### config.mk
export PLATFORM = sky130hd
export DESIGN_NAME = pressure_trend_reversal_detector
export DESIGN_NICKNAME = d
export VERILOG_FILES = /design/src/hw/rtl/ptrd_pkg.sv /design/src/hw/rtl/ptrd_ring_mem.sv /design/src/hw/rtl/ptrd_seq.sv /design/src/hw/rtl/pressure_trend_reversal_detector.sv
export SDC_FILE = /design/constraint.sdc
export NUM_CORES = 2
export LEC_CHECK = 0
export BUFFER_PORTS_ARGS = -buffer_cell sky130_fd_sc_hd__clkbuf_2
export CELL_PAD_IN_SITES_DETAIL_PLACEMENT = 1
export CELL_PAD_IN_SITES_GLOBAL_PLACEMENT = 2
export CORE_MARGIN = 2
export CORE_UTILIZATION = 49
export CTS_BUF_LIST = sky130_fd_sc_hd__clkbuf_4
export CTS_CLUSTER_DIAMETER = 30
export CTS_CLUSTER_SIZE = 30
export DETAILED_ROUTE_END_ITERATION = 10
export GPL_TIMING_DRIVEN = 1
export MAX_ROUTING_LAYER = met4
export PLACE_DENSITY = 0.78
export SYNTH_ARGS = -nofsm -noshare
export SYNTH_HDL_FRONTEND = slang
export SYNTH_SLANG_ARGS = --single-unit
### constraint.sdc
create_clock -name aclk -period 4.5 [get_ports aclk]
set_clock_uncertainty 0.2 [all_clocks]
set_input_delay 0.675 -clock aclk [delete_from_list [all_inputs] [get_ports aclk]]
set_output_delay 0.675 -clock aclk [all_outputs]
set_load 0.1 [all_outputs]
### src/hw/rtl/ptrd_pkg.sv
`timescale 1ns / 1ps
// ----------------------------------------------------------------------------
// ptrd_pkg: shared types and constants of the pressure trend detector
// Default geometry, reset values, sequencer states and the result bundle.
// ----------------------------------------------------------------------------
package ptrd_pkg;

    // default geometry
    localparam int BUFFER_DEPTH_DEF = 64;
    localparam int MEAN_WINDOW_DEF  = 8;
    localparam int SAMPLE_BITS_DEF  = 24;

    // threshold register
    localparam int         THR_BITS  = 8;
    localparam logic [7:0] THR_RESET = 8'd16;

    // reported vote field
    localparam int VOTE_OUT_BITS = 7;
    localparam int VOTE_SAT_MAX  = 63;
    localparam int VOTE_SAT_MIN  = -64;

    // sequencer states
    typedef enum logic [3:0] {
        ST_CLEAR,
        ST_IDLE,
        ST_SAMPLE_WR,
        ST_SUM_RD,
        ST_SUM_DRAIN,
        ST_SUM_WR,
        ST_PAIR_RD,
        ST_PAIR_DRAIN,
        ST_DONE
    } ptrd_state_t;

    // finished result handed to the output register
    typedef struct packed {
        logic                             valid;
        logic                             apoapsis_flag;
        logic signed [VOTE_OUT_BITS-1:0]  trend_vote;
    } ptrd_result_t;

endpackage

### src/hw/rtl/ptrd_ring_mem.sv
`timescale 1ns / 1ps
// ----------------------------------------------------------------------------
// ptrd_ring_mem: ring storage
// One write port and one read port; read data is registered.
// ----------------------------------------------------------------------------
module ptrd_ring_mem #(
    parameter int WIDTH = 24,
    parameter int DEPTH = 64
) (
    input  logic                     aclk,
    input  logic                     wr_en,
    input  logic [$clog2(DEPTH)-1:0] wr_addr,
    input  logic [WIDTH-1:0]         wr_data,
    input  logic                     rd_en,
    input  logic [$clog2(DEPTH)-1:0] rd_addr,
    output logic [WIDTH-1:0]         rd_data
);

    logic [WIDTH-1:0] mem [DEPTH];

    // write port
    always_ff @(posedge aclk) begin
        if (wr_en) begin
            mem[wr_addr] <= wr_data;
        end
    end

    // registered read port
    always_ff @(posedge aclk) begin
        if (rd_en) begin
            rd_data <= mem[rd_addr];
        end
    end

endmodule

### src/hw/rtl/ptrd_seq.sv
`timescale 1ns / 1ps
// ----------------------------------------------------------------------------
// ptrd_seq: sample/sum sequencer
// Clears both rings after reset, writes each sample, sums the window by
// reading the sample ring, stores the sum, then, if there are pairs, walks
// the stored sums pair by pair to build the trend vote.
// ----------------------------------------------------------------------------
module ptrd_seq #(
    parameter int BUFFER_DEPTH = ptrd_pkg::BUFFER_DEPTH_DEF,
    parameter int MEAN_WINDOW  = ptrd_pkg::MEAN_WINDOW_DEF,
    parameter int SAMPLE_BITS  = ptrd_pkg::SAMPLE_BITS_DEF,
    parameter int SUM_BITS     = SAMPLE_BITS + $clog2(MEAN_WINDOW)
) (
    input  logic                            aclk,
    input  logic                            aresetn,
    // input beat
    input  logic                            s_valid,
    output logic                            s_ready,
    input  logic [SAMPLE_BITS-1:0]          s_pressure_sample,
    // threshold write
    input  logic                            cfg_wr_en,
    input  logic [ptrd_pkg::THR_BITS-1:0]   cfg_wr_data,
    // result toward the output register
    output ptrd_pkg::ptrd_result_t          res,
    input  logic                            out_free,
    // sample ring
    output logic                            samp_wr_en,
    output logic [$clog2(BUFFER_DEPTH)-1:0] samp_wr_addr,
    output logic [SAMPLE_BITS-1:0]          samp_wr_data,
    output logic                            samp_rd_en,
    output logic [$clog2(BUFFER_DEPTH)-1:0] samp_rd_addr,
    input  logic [SAMPLE_BITS-1:0]          samp_rd_data,
    // sum ring
    output logic                            sum_wr_en,
    output logic [$clog2(BUFFER_DEPTH)-1:0] sum_wr_addr,
    output logic [SUM_BITS-1:0]             sum_wr_data,
    output logic                            sum_rd_en,
    output logic [$clog2(BUFFER_DEPTH)-1:0] sum_rd_addr,
    input  logic [SUM_BITS-1:0]             sum_rd_data
);

    import ptrd_pkg::*;

    localparam int AW         = $clog2(BUFFER_DEPTH);
    localparam int PAIRS      = BUFFER_DEPTH - 1 - MEAN_WINDOW;
    localparam bit HAS_PAIRS  = (PAIRS > 0);
    localparam int PAIR_READS = HAS_PAIRS ? PAIRS + 1 : 1;
    localparam int STEP_MAX   = (MEAN_WINDOW > PAIR_READS) ? MEAN_WINDOW : PAIR_READS;
    localparam int CW         = $clog2(STEP_MAX + 1);
    localparam int PAIRS_POS  = HAS_PAIRS ? PAIRS : 1;
    localparam int VB_RAW     = $clog2(PAIRS_POS + 1) + 1;
    localparam int VB         = (VB_RAW < THR_BITS + 2) ? THR_BITS + 2 : VB_RAW;

    localparam logic [AW-1:0]        LAST_SLOT = AW'(BUFFER_DEPTH - 1);
    localparam logic [CW-1:0]        SUM_LAST  = CW'(MEAN_WINDOW - 1);
    localparam logic [CW-1:0]        PAIR_LAST = CW'(PAIR_READS - 1);
    localparam logic signed [VB-1:0] SAT_HI    = VB'(VOTE_SAT_MAX);
    localparam logic signed [VB-1:0] SAT_LO    = VB'(VOTE_SAT_MIN);

    ptrd_state_t state_reg, state_next;

    logic [AW-1:0]          ws_reg, ws_next;
    logic [AW-1:0]          addr_reg;
    logic [CW-1:0]          cnt_reg;
    logic                   rd_pipe_reg;
    logic [THR_BITS-1:0]    thr_reg;
    logic [SAMPLE_BITS-1:0] sample_reg;
    logic [SUM_BITS-1:0]    acc_reg;
    logic [SUM_BITS-1:0]    prev_reg;
    logic                   have_prev_reg;
    logic signed [VB-1:0]   vote_reg;

    logic [AW-1:0]          ws_inc, addr_inc, addr_dec;
    logic signed [VB-1:0]   thr_neg;
    logic signed [VB-1:0]   vote_sat;

    // ring pointer arithmetic, depth need not be a power of two
    assign ws_inc   = (ws_reg == LAST_SLOT) ? '0 : ws_reg + 1'b1;
    assign addr_inc = (addr_reg == LAST_SLOT) ? '0 : addr_reg + 1'b1;
    assign addr_dec = (addr_reg == '0) ? LAST_SLOT : addr_reg - 1'b1;
    assign ws_next  = ws_inc;

    // next state
    always_comb begin
        state_next = state_reg;
        unique case (state_reg)
            ST_CLEAR:      if (addr_reg == LAST_SLOT) state_next = ST_IDLE;
            ST_IDLE:       if (s_valid) state_next = ST_SAMPLE_WR;
            ST_SAMPLE_WR:  state_next = ST_SUM_RD;
            ST_SUM_RD:     if (cnt_reg == SUM_LAST) state_next = ST_SUM_DRAIN;
            ST_SUM_DRAIN:  state_next = ST_SUM_WR;
            ST_SUM_WR:     state_next = HAS_PAIRS ? ST_PAIR_RD : ST_DONE;
            ST_PAIR_RD:    if (cnt_reg == PAIR_LAST) state_next = ST_PAIR_DRAIN;
            ST_PAIR_DRAIN: state_next = ST_DONE;
            ST_DONE:       if (out_free) state_next = ST_IDLE;
            default:       state_next = ST_CLEAR;
        endcase
    end

    // memory controls and handshake
    always_comb begin
        s_ready      = (state_reg == ST_IDLE);
        samp_wr_en   = (state_reg == ST_CLEAR) || (state_reg == ST_SAMPLE_WR);
        samp_wr_addr = (state_reg == ST_CLEAR) ? addr_reg : ws_reg;
        samp_wr_data = (state_reg == ST_CLEAR) ? '0 : sample_reg;
        samp_rd_en   = (state_reg == ST_SUM_RD);
        samp_rd_addr = addr_reg;
        sum_wr_en    = (state_reg == ST_CLEAR) || (state_reg == ST_SUM_WR);
        sum_wr_addr  = (state_reg == ST_CLEAR) ? addr_reg : ws_reg;
        sum_wr_data  = (state_reg == ST_CLEAR) ? '0 : acc_reg;
        sum_rd_en    = (state_reg == ST_PAIR_RD);
        sum_rd_addr  = addr_reg;
    end

    // flag from the exact vote, report saturated
    assign thr_neg = -$signed({{(VB - THR_BITS){1'b0}}, thr_reg});

    always_comb begin
        if (vote_reg > SAT_HI) begin
            vote_sat = SAT_HI;
        end else if (vote_reg < SAT_LO) begin
            vote_sat = SAT_LO;
        end else begin
            vote_sat = vote_reg;
        end
    end

    assign res.valid         = (state_reg == ST_DONE);
    assign res.apoapsis_flag = (vote_reg < thr_neg);
    assign res.trend_vote    = vote_sat[VOTE_OUT_BITS-1:0];

    // state register
    always_ff @(posedge aclk) begin
        if (!aresetn) begin
            state_reg <= ST_CLEAR;
        end else begin
            state_reg <= state_next;
        end
    end

    // control registers
    always_ff @(posedge aclk) begin
        if (!aresetn) begin
            ws_reg      <= LAST_SLOT;
            addr_reg    <= '0;
            cnt_reg     <= '0;
            rd_pipe_reg <= 1'b0;
            thr_reg     <= THR_RESET;
        end else begin
            rd_pipe_reg <= samp_rd_en || sum_rd_en;
            if (cfg_wr_en) begin
                thr_reg <= cfg_wr_data;
            end
            unique case (state_reg)
                ST_CLEAR: begin
                    addr_reg <= addr_inc;
                end
                ST_IDLE: begin
                    if (s_valid) begin
                        ws_reg   <= ws_next;
                        addr_reg <= ws_next;
                        cnt_reg  <= '0;
                    end
                end
                ST_SUM_RD: begin
                    addr_reg <= addr_dec;
                    cnt_reg  <= (cnt_reg == SUM_LAST) ? '0 : cnt_reg + 1'b1;
                end
                ST_SUM_WR: begin
                    addr_reg <= ws_inc;
                    cnt_reg  <= '0;
                end
                ST_PAIR_RD: begin
                    addr_reg <= addr_inc;
                    cnt_reg  <= (cnt_reg == PAIR_LAST) ? '0 : cnt_reg + 1'b1;
                end
                default: begin
                end
            endcase
        end
    end

    // datapath: sample capture, window sum, pair vote
    always_ff @(posedge aclk) begin
        if (s_valid && s_ready) begin
            sample_reg <= s_pressure_sample;
            acc_reg    <= '0;
        end
        if (rd_pipe_reg && (state_reg == ST_SUM_RD || state_reg == ST_SUM_DRAIN)) begin
            acc_reg <= acc_reg + SUM_BITS'(samp_rd_data);
        end
        if (state_reg == ST_SUM_WR) begin
            vote_reg      <= '0;
            have_prev_reg <= 1'b0;
        end
        if (rd_pipe_reg && (state_reg == ST_PAIR_RD || state_reg == ST_PAIR_DRAIN)) begin
            prev_reg      <= sum_rd_data;
            have_prev_reg <= 1'b1;
            if (have_prev_reg) begin
                // non-rising pair votes up, rising pair votes down
                vote_reg <= (sum_rd_data <= prev_reg) ? vote_reg + 1'b1 : vote_reg - 1'b1;
            end
        end
    end

endmodule

### src/hw/rtl/pressure_trend_reversal_detector.sv
`timescale 1ns / 1ps
// ----------------------------------------------------------------------------
// pressure_trend_reversal_detector: moving-sum trend vote apoapsis detector
// Input channel s_*: one pressure sample per beat. Output channel m_*: one
// result per sample, the apoapsis flag and the saturated trend vote.
// cfg_wr_en / cfg_wr_data write the 8-bit trigger threshold (reset 16) at
// any edge the enable is high; write it only while the block is idle.
// After reset a clearing pass zeroes both rings, one slot a cycle, over all
// BUFFER_DEPTH slots; s_ready stays low during it.
// Each sample is written to the sample ring, its window is summed through
// the sample ring's single read port, the sum is stored, and the stored sums
// are walked through the sum ring's single read port. With no pairs to
// compare (MEAN_WINDOW >= BUFFER_DEPTH-1) the walk is skipped. A new sample
// is taken only after the result of the previous one has left the sequencer.
// A finished result waits in the output register while the receiver stalls;
// the next sample can be taken meanwhile and its result holds inside until
// the output register frees.
// ----------------------------------------------------------------------------
module pressure_trend_reversal_detector #(
    parameter int BUFFER_DEPTH = ptrd_pkg::BUFFER_DEPTH_DEF,
    parameter int MEAN_WINDOW  = ptrd_pkg::MEAN_WINDOW_DEF,
    parameter int SAMPLE_BITS  = ptrd_pkg::SAMPLE_BITS_DEF
) (
    input  logic                                      aclk,
    input  logic                                      aresetn,
    input  logic                                      s_valid,
    output logic                                      s_ready,
    input  logic [SAMPLE_BITS-1:0]                    s_pressure_sample,
    output logic                                      m_valid,
    input  logic                                      m_ready,
    output logic                                      m_apoapsis_flag,
    output logic signed [ptrd_pkg::VOTE_OUT_BITS-1:0] m_trend_vote,
    input  logic                                      cfg_wr_en,
    input  logic [ptrd_pkg::THR_BITS-1:0]             cfg_wr_data
);

    import ptrd_pkg::*;

    localparam int AW       = $clog2(BUFFER_DEPTH);
    localparam int SUM_BITS = SAMPLE_BITS + $clog2(MEAN_WINDOW);

    ptrd_result_t res;
    logic         out_free;

    logic                   samp_wr_en, samp_rd_en;
    logic [AW-1:0]          samp_wr_addr, samp_rd_addr;
    logic [SAMPLE_BITS-1:0] samp_wr_data, samp_rd_data;
    logic                   sum_wr_en, sum_rd_en;
    logic [AW-1:0]          sum_wr_addr, sum_rd_addr;
    logic [SUM_BITS-1:0]    sum_wr_data, sum_rd_data;

    logic                            m_valid_reg, m_valid_next;
    logic                            m_flag_reg;
    logic signed [VOTE_OUT_BITS-1:0] m_vote_reg;

    ptrd_seq #(
        .BUFFER_DEPTH (BUFFER_DEPTH),
        .MEAN_WINDOW  (MEAN_WINDOW),
        .SAMPLE_BITS  (SAMPLE_BITS),
        .SUM_BITS     (SUM_BITS)
    ) u_seq (
        .aclk              (aclk),
        .aresetn           (aresetn),
        .s_valid           (s_valid),
        .s_ready           (s_ready),
        .s_pressure_sample (s_pressure_sample),
        .cfg_wr_en         (cfg_wr_en),
        .cfg_wr_data       (cfg_wr_data),
        .res               (res),
        .out_free          (out_free),
        .samp_wr_en        (samp_wr_en),
        .samp_wr_addr      (samp_wr_addr),
        .samp_wr_data      (samp_wr_data),
        .samp_rd_en        (samp_rd_en),
        .samp_rd_addr      (samp_rd_addr),
        .samp_rd_data      (samp_rd_data),
        .sum_wr_en         (sum_wr_en),
        .sum_wr_addr       (sum_wr_addr),
        .sum_wr_data       (sum_wr_data),
        .sum_rd_en         (sum_rd_en),
        .sum_rd_addr       (sum_rd_addr),
        .sum_rd_data       (sum_rd_data)
    );

    ptrd_ring_mem #(
        .WIDTH (SAMPLE_BITS),
        .DEPTH (BUFFER_DEPTH)
    ) u_sample_ring (
        .aclk    (aclk),
        .wr_en   (samp_wr_en),
        .wr_addr (samp_wr_addr),
        .wr_data (samp_wr_data),
        .rd_en   (samp_rd_en),
        .rd_addr (samp_rd_addr),
        .rd_data (samp_rd_data)
    );

    ptrd_ring_mem #(
        .WIDTH (SUM_BITS),
        .DEPTH (BUFFER_DEPTH)
    ) u_sum_ring (
        .aclk    (aclk),
        .wr_en   (sum_wr_en),
        .wr_addr (sum_wr_addr),
        .wr_data (sum_wr_data),
        .rd_en   (sum_rd_en),
        .rd_addr (sum_rd_addr),
        .rd_data (sum_rd_data)
    );

    // output register: free when empty or being taken this cycle
    assign out_free = !m_valid_reg || m_ready;

    always_comb begin
        m_valid_next = m_valid_reg;
        if (res.valid && out_free) begin
            m_valid_next = 1'b1;
        end else if (m_ready) begin
            m_valid_next = 1'b0;
        end
    end

    always_ff @(posedge aclk) begin
        if (!aresetn) begin
            m_valid_reg <= 1'b0;
        end else begin
            m_valid_reg <= m_valid_next;
        end
    end

    always_ff @(posedge aclk) begin
        if (res.valid && out_free) begin
            m_flag_reg <= res.apoapsis_flag;
            m_vote_reg <= res.trend_vote;
        end
    end

    assign m_valid         = m_valid_reg;
    assign m_apoapsis_flag = m_flag_reg;
    assign m_trend_vote    = m_vote_reg;

`ifndef SYNTHESIS
    // one sample in flight: no accept on the cycle after an accept
    a_single_item: assert property (@(posedge aclk) disable iff (!aresetn)
        (s_valid && s_ready) |=> !s_ready)
        else $error("sample accepted while previous one still in work");

    // a raised flag always comes with a negative vote
    a_flag_sign: assert property (@(posedge aclk) disable iff (!aresetn)
        (m_valid && m_apoapsis_flag) |-> m_trend_vote[VOTE_OUT_BITS-1])
        else $error("apoapsis flag with non-negative vote");

    // clearing pass holds off input right after reset
    a_clear_hold: assert property (@(posedge aclk)
        !aresetn |=> !s_ready)
        else $error("input ready during ring clearing");
`endif

endmodule
==> implementation parameters <==
Parameter                              Value

Cells and area
  Number of nets in the finished design ... 6697
  Leading registers by flop count ... u_sum_ring.mem x1728, u_sample_ring.mem x1536
  Synthesis-to-layout area growth ... 14.2%
  Most flops, register ... u_sum_ring.mem
  Fraction of final layout cells with drive strength greater than 1 ... 37.6%
  Register cell area after layout ... 103000 um^2
  Max FFs per register ... 1728
  Fill count ... 22972
  Area used by multi-input combinational logic ... 30300 um^2

Clock network
  Buffer levels on the longest clock path ... 4
  Number of clock sinks ... 3444
  Root cell of the clock tree ... clkbuf_4
  CTS tree ... built
  Clock insertion delay at the later pin of the skew report ... 1.53 ns
  Number of CTS-inserted buffers ... 604
  Clock-pin slew reported for the worst setup and hold paths after clock tree synthesis ... 0.11 ns
  Maximum level of the CTS H-tree ... 6

Synthesis
  Top cell types by occurrence after synthesis ... edfxtp_1 (3401), mux4_2 (1039), nor2_1 (198), clkbuf_1 (172), nand2_1 (117)
  Asr flop ratio synth ... 0%
  Cell accounting for the most synthesized area ... edfxtp_1
  YS warnings ... 0
  Mean instance size in the synthesized netlist ... 23.1 um^2
  Yosys top cell area share ... 76.3%
  Portion of the post-synthesis area used by sequential elements ... 76.9%
  Library cell with the highest instance count after synthesis ... edfxtp_1
  Cell area after technology mapping ... 134000 um^2
  Register bit count reported by yosys ... 3444
  Most used flip-flop cell after synthesis ... edfxtp_1
  Library cells used by synthesis ... 59
  Instance count of the mapped netlist ... 5799
  Count of flip-flops with a built-in enable after synthesis ... 3401
  Most area-consuming cells after synthesis ... edfxtp_1 (76%), mux4_2 (17%), ha_1 (0.68%)
  Synthesized Nets ... 5911

Placement
  Pre-CTS worst setup slack ... -0.0652 ns
  Number of port buffers ... 46
  Post-detail-place hpwl ... 199 mm
  GP Congestion ... 0.825

Critical path
  Critical path fanouts, max ... 7
  Category of the worst setup path launch point ... flop
  Data arrival time of the critical path ... 5.42 ns
  Element type at the critical path end ... flop
  Required time reported for the critical path endpoint ... 5.72 ns
  Critical path type ... reg2reg

Routing
  Wire per inst ... 33.4 um
  Metal3 WL ... 25.8 mm
  Wirelength, routed ... 356 mm
  Uppermost layer routed ... met4
  DRC Markers ... 0
  Detailed-route wire length on metal 1 ... 138 mm
  Overall via count from detail_route ... 66165
  Count of TritonRoute iterations in the first routing pass ... 6
  Antenna violation net count after detailed routing ... 0
  Avg Vias per Cell ... 6.20
  Total met2 wirelength after detailed routing ... 182 mm
  DRC violation total after the first TritonRoute iteration ... 7800

Min path
  Type of the tightest min-delay check ... in2reg

Floorplan
  CORE AREA ... 271000 um^2
  Area of the die ... 277000 um^2
  Top Ports ... 47
  DIE HEIGHT ... 527 um
  # rows ... 191
  Overall die width ... 527 um
  Initial core utilization ... 49.4%

Pwr
  Worst IR Drop VDD ... 0.000336 V
  Total power per unit cell area ... 423 nW/um^2
  Power consumption ... 64600 uW
  Lkg Pwr ... 0.0483 uW

STA
  Number of max-slew violations in the final report ... 0
  Achievable Freq ... 238 MHz
  Final TNS setup ... 0 ns
  Actual slew at the worst max-slew pin ... 1.39 ns
  Post-route fraction of the period consumed by the critical path ... 93.4%
  Setup violation total in the final timing report ... 0
  PnR worst setup slack ... 0.298 ns
  Number of hold violations in the final report ... 0
  Shortest period the worst path allows ... 4.20 ns
  Headroom to the max-slew limit ... 7.02%

Global routing
  First-pass GRT wire length ... 514 mm
  Largest net degree at the start of global routing ... 105
  Antenna violations before repair ... 21
  Number of global-route vias before repair ... 70836
  Overall Global Routing Usage ... 26.7%
  Total grt overflow ... 0

Outcome
  Result of the run ... completed

Job
  Number of maximum-capacitance constraint violations ... 0
==> cells by family (layout without fill, tap and decap cells) <==
| family | after synthesis | after routing | share of synthesized area, % |
|---|---|---|---|
| adder cells (fa/ha/maj) | 75 | 75 | 0.712 |
| buffers and inverters | 356 | 1635 | 1.15 |
| XOR/XNOR | 31 | 31 | 0.203 |
| AO/OA/AOI/OAI | 275 | 275 | 1.31 |
| multiplexers | 1076 | 1076 | 17.8 |
| other | 0 | 23 | 0 |
| AND/OR/NAND/NOR | 542 | 542 | 1.92 |
| flip-flops | 3444 | 3444 | 76.9 |
==> layout make-up <==
cell class	instances	share of cell area, %
clock buffers	678	3.33
clock inverters	421	3.05
repair buffers	483	3.32
diodes	23	0.0376
inverters	53	0.130
flip-flops and latches	3444	67.4
multi-input cells	1999	19.8
well taps	3570	2.92
==> per-stage QoR <==
step	cell area (um^2)	instances	util (%)	hold WS, ns
5_1_grt	153000	10662	56.4	0.199
3_5_place_dp	142000	9460	52.4	0.245
6_report	153000	10671	56.4	0.236
3_3_place_gp	142000	9460	52.4	0.233
4_1_cts	153000	10647	56.3	0.0489
2_1_floorplan	134000	5799	-	0.226
==> cell usage in the layout, fill, tap and decap left out, types with 73 or more instances in the layout <==
cell type      synthesis  final
clkinv_2               0     87
dlygate4sd3_1          0     88
nand2_1              117    108
mux4_2              1039   1039
clkinv_1               1     89
bufinv_16              0     89
edfxtp_1            3401   3401
ha_1                  73     73
buf_4                 25    241
clkbuf_4               0    678
nor2_4                 0    109
buf_12                 0    107
==> power by group <==
group	internal, uW	switching (uW)
sequential	34900	86.3
clock	12900	12700
combinational	1910	2140
total	49700	14900
==> what timing repair did <==
item	CTS	global route
setup buffers	0	1
setup endpoints to repair	1	2
pin swaps	0	3
cloned	0	0
gates resized for setup	1	6
hold endpoints to repair	115	0
hold buffers	88	0
==> layer usage <==
metal	global-route usage (%)	vias up
met3	4.54	577
met1	34.3	35915
met5	-	-
li1	-	26629
met4	8.82	0
met2	43.6	3044
==> critical path: stages, from the launching register on <==
cell and delay, ns:
edfxtp_1 0.40, ha_1 0.34, a21oi_1 0.18, nand2_1 0.10, a221oi_1 0.30, o21ai_1 0.17
o21ai_2 0.34, buf_6 0.19, inv_1 0.14, ha_1 0.34, nor2b_1 0.15, o21ai_1 0.15
a21boi_0 0.18, o21ai_1 0.20, a21boi_0 0.15, or4_1 0.49, nand3_1 0.09
==> worst paths after layout <==
check,start,endpoint,slack [ns],cells after the start
min reg2reg,u_sum_ring.rd_data[6]$_DFFE_PP_,u_seq.prev_reg[6]$_DFFE_PP_,0.26,0
max,u_sum_ring.rd_data[25]$_DFFE_PP_,u_seq.vote_reg[8]$_DFF_P_,0.30,16
min,s_pressure_sample[12],u_seq.sample_reg[12]$_DFFE_PP_,0.24,3
max reg2reg,u_sum_ring.rd_data[25]$_DFFE_PP_,u_seq.vote_reg[8]$_DFF_P_,0.30,16
No activity file was read; power rests on OpenSTA's default activity.
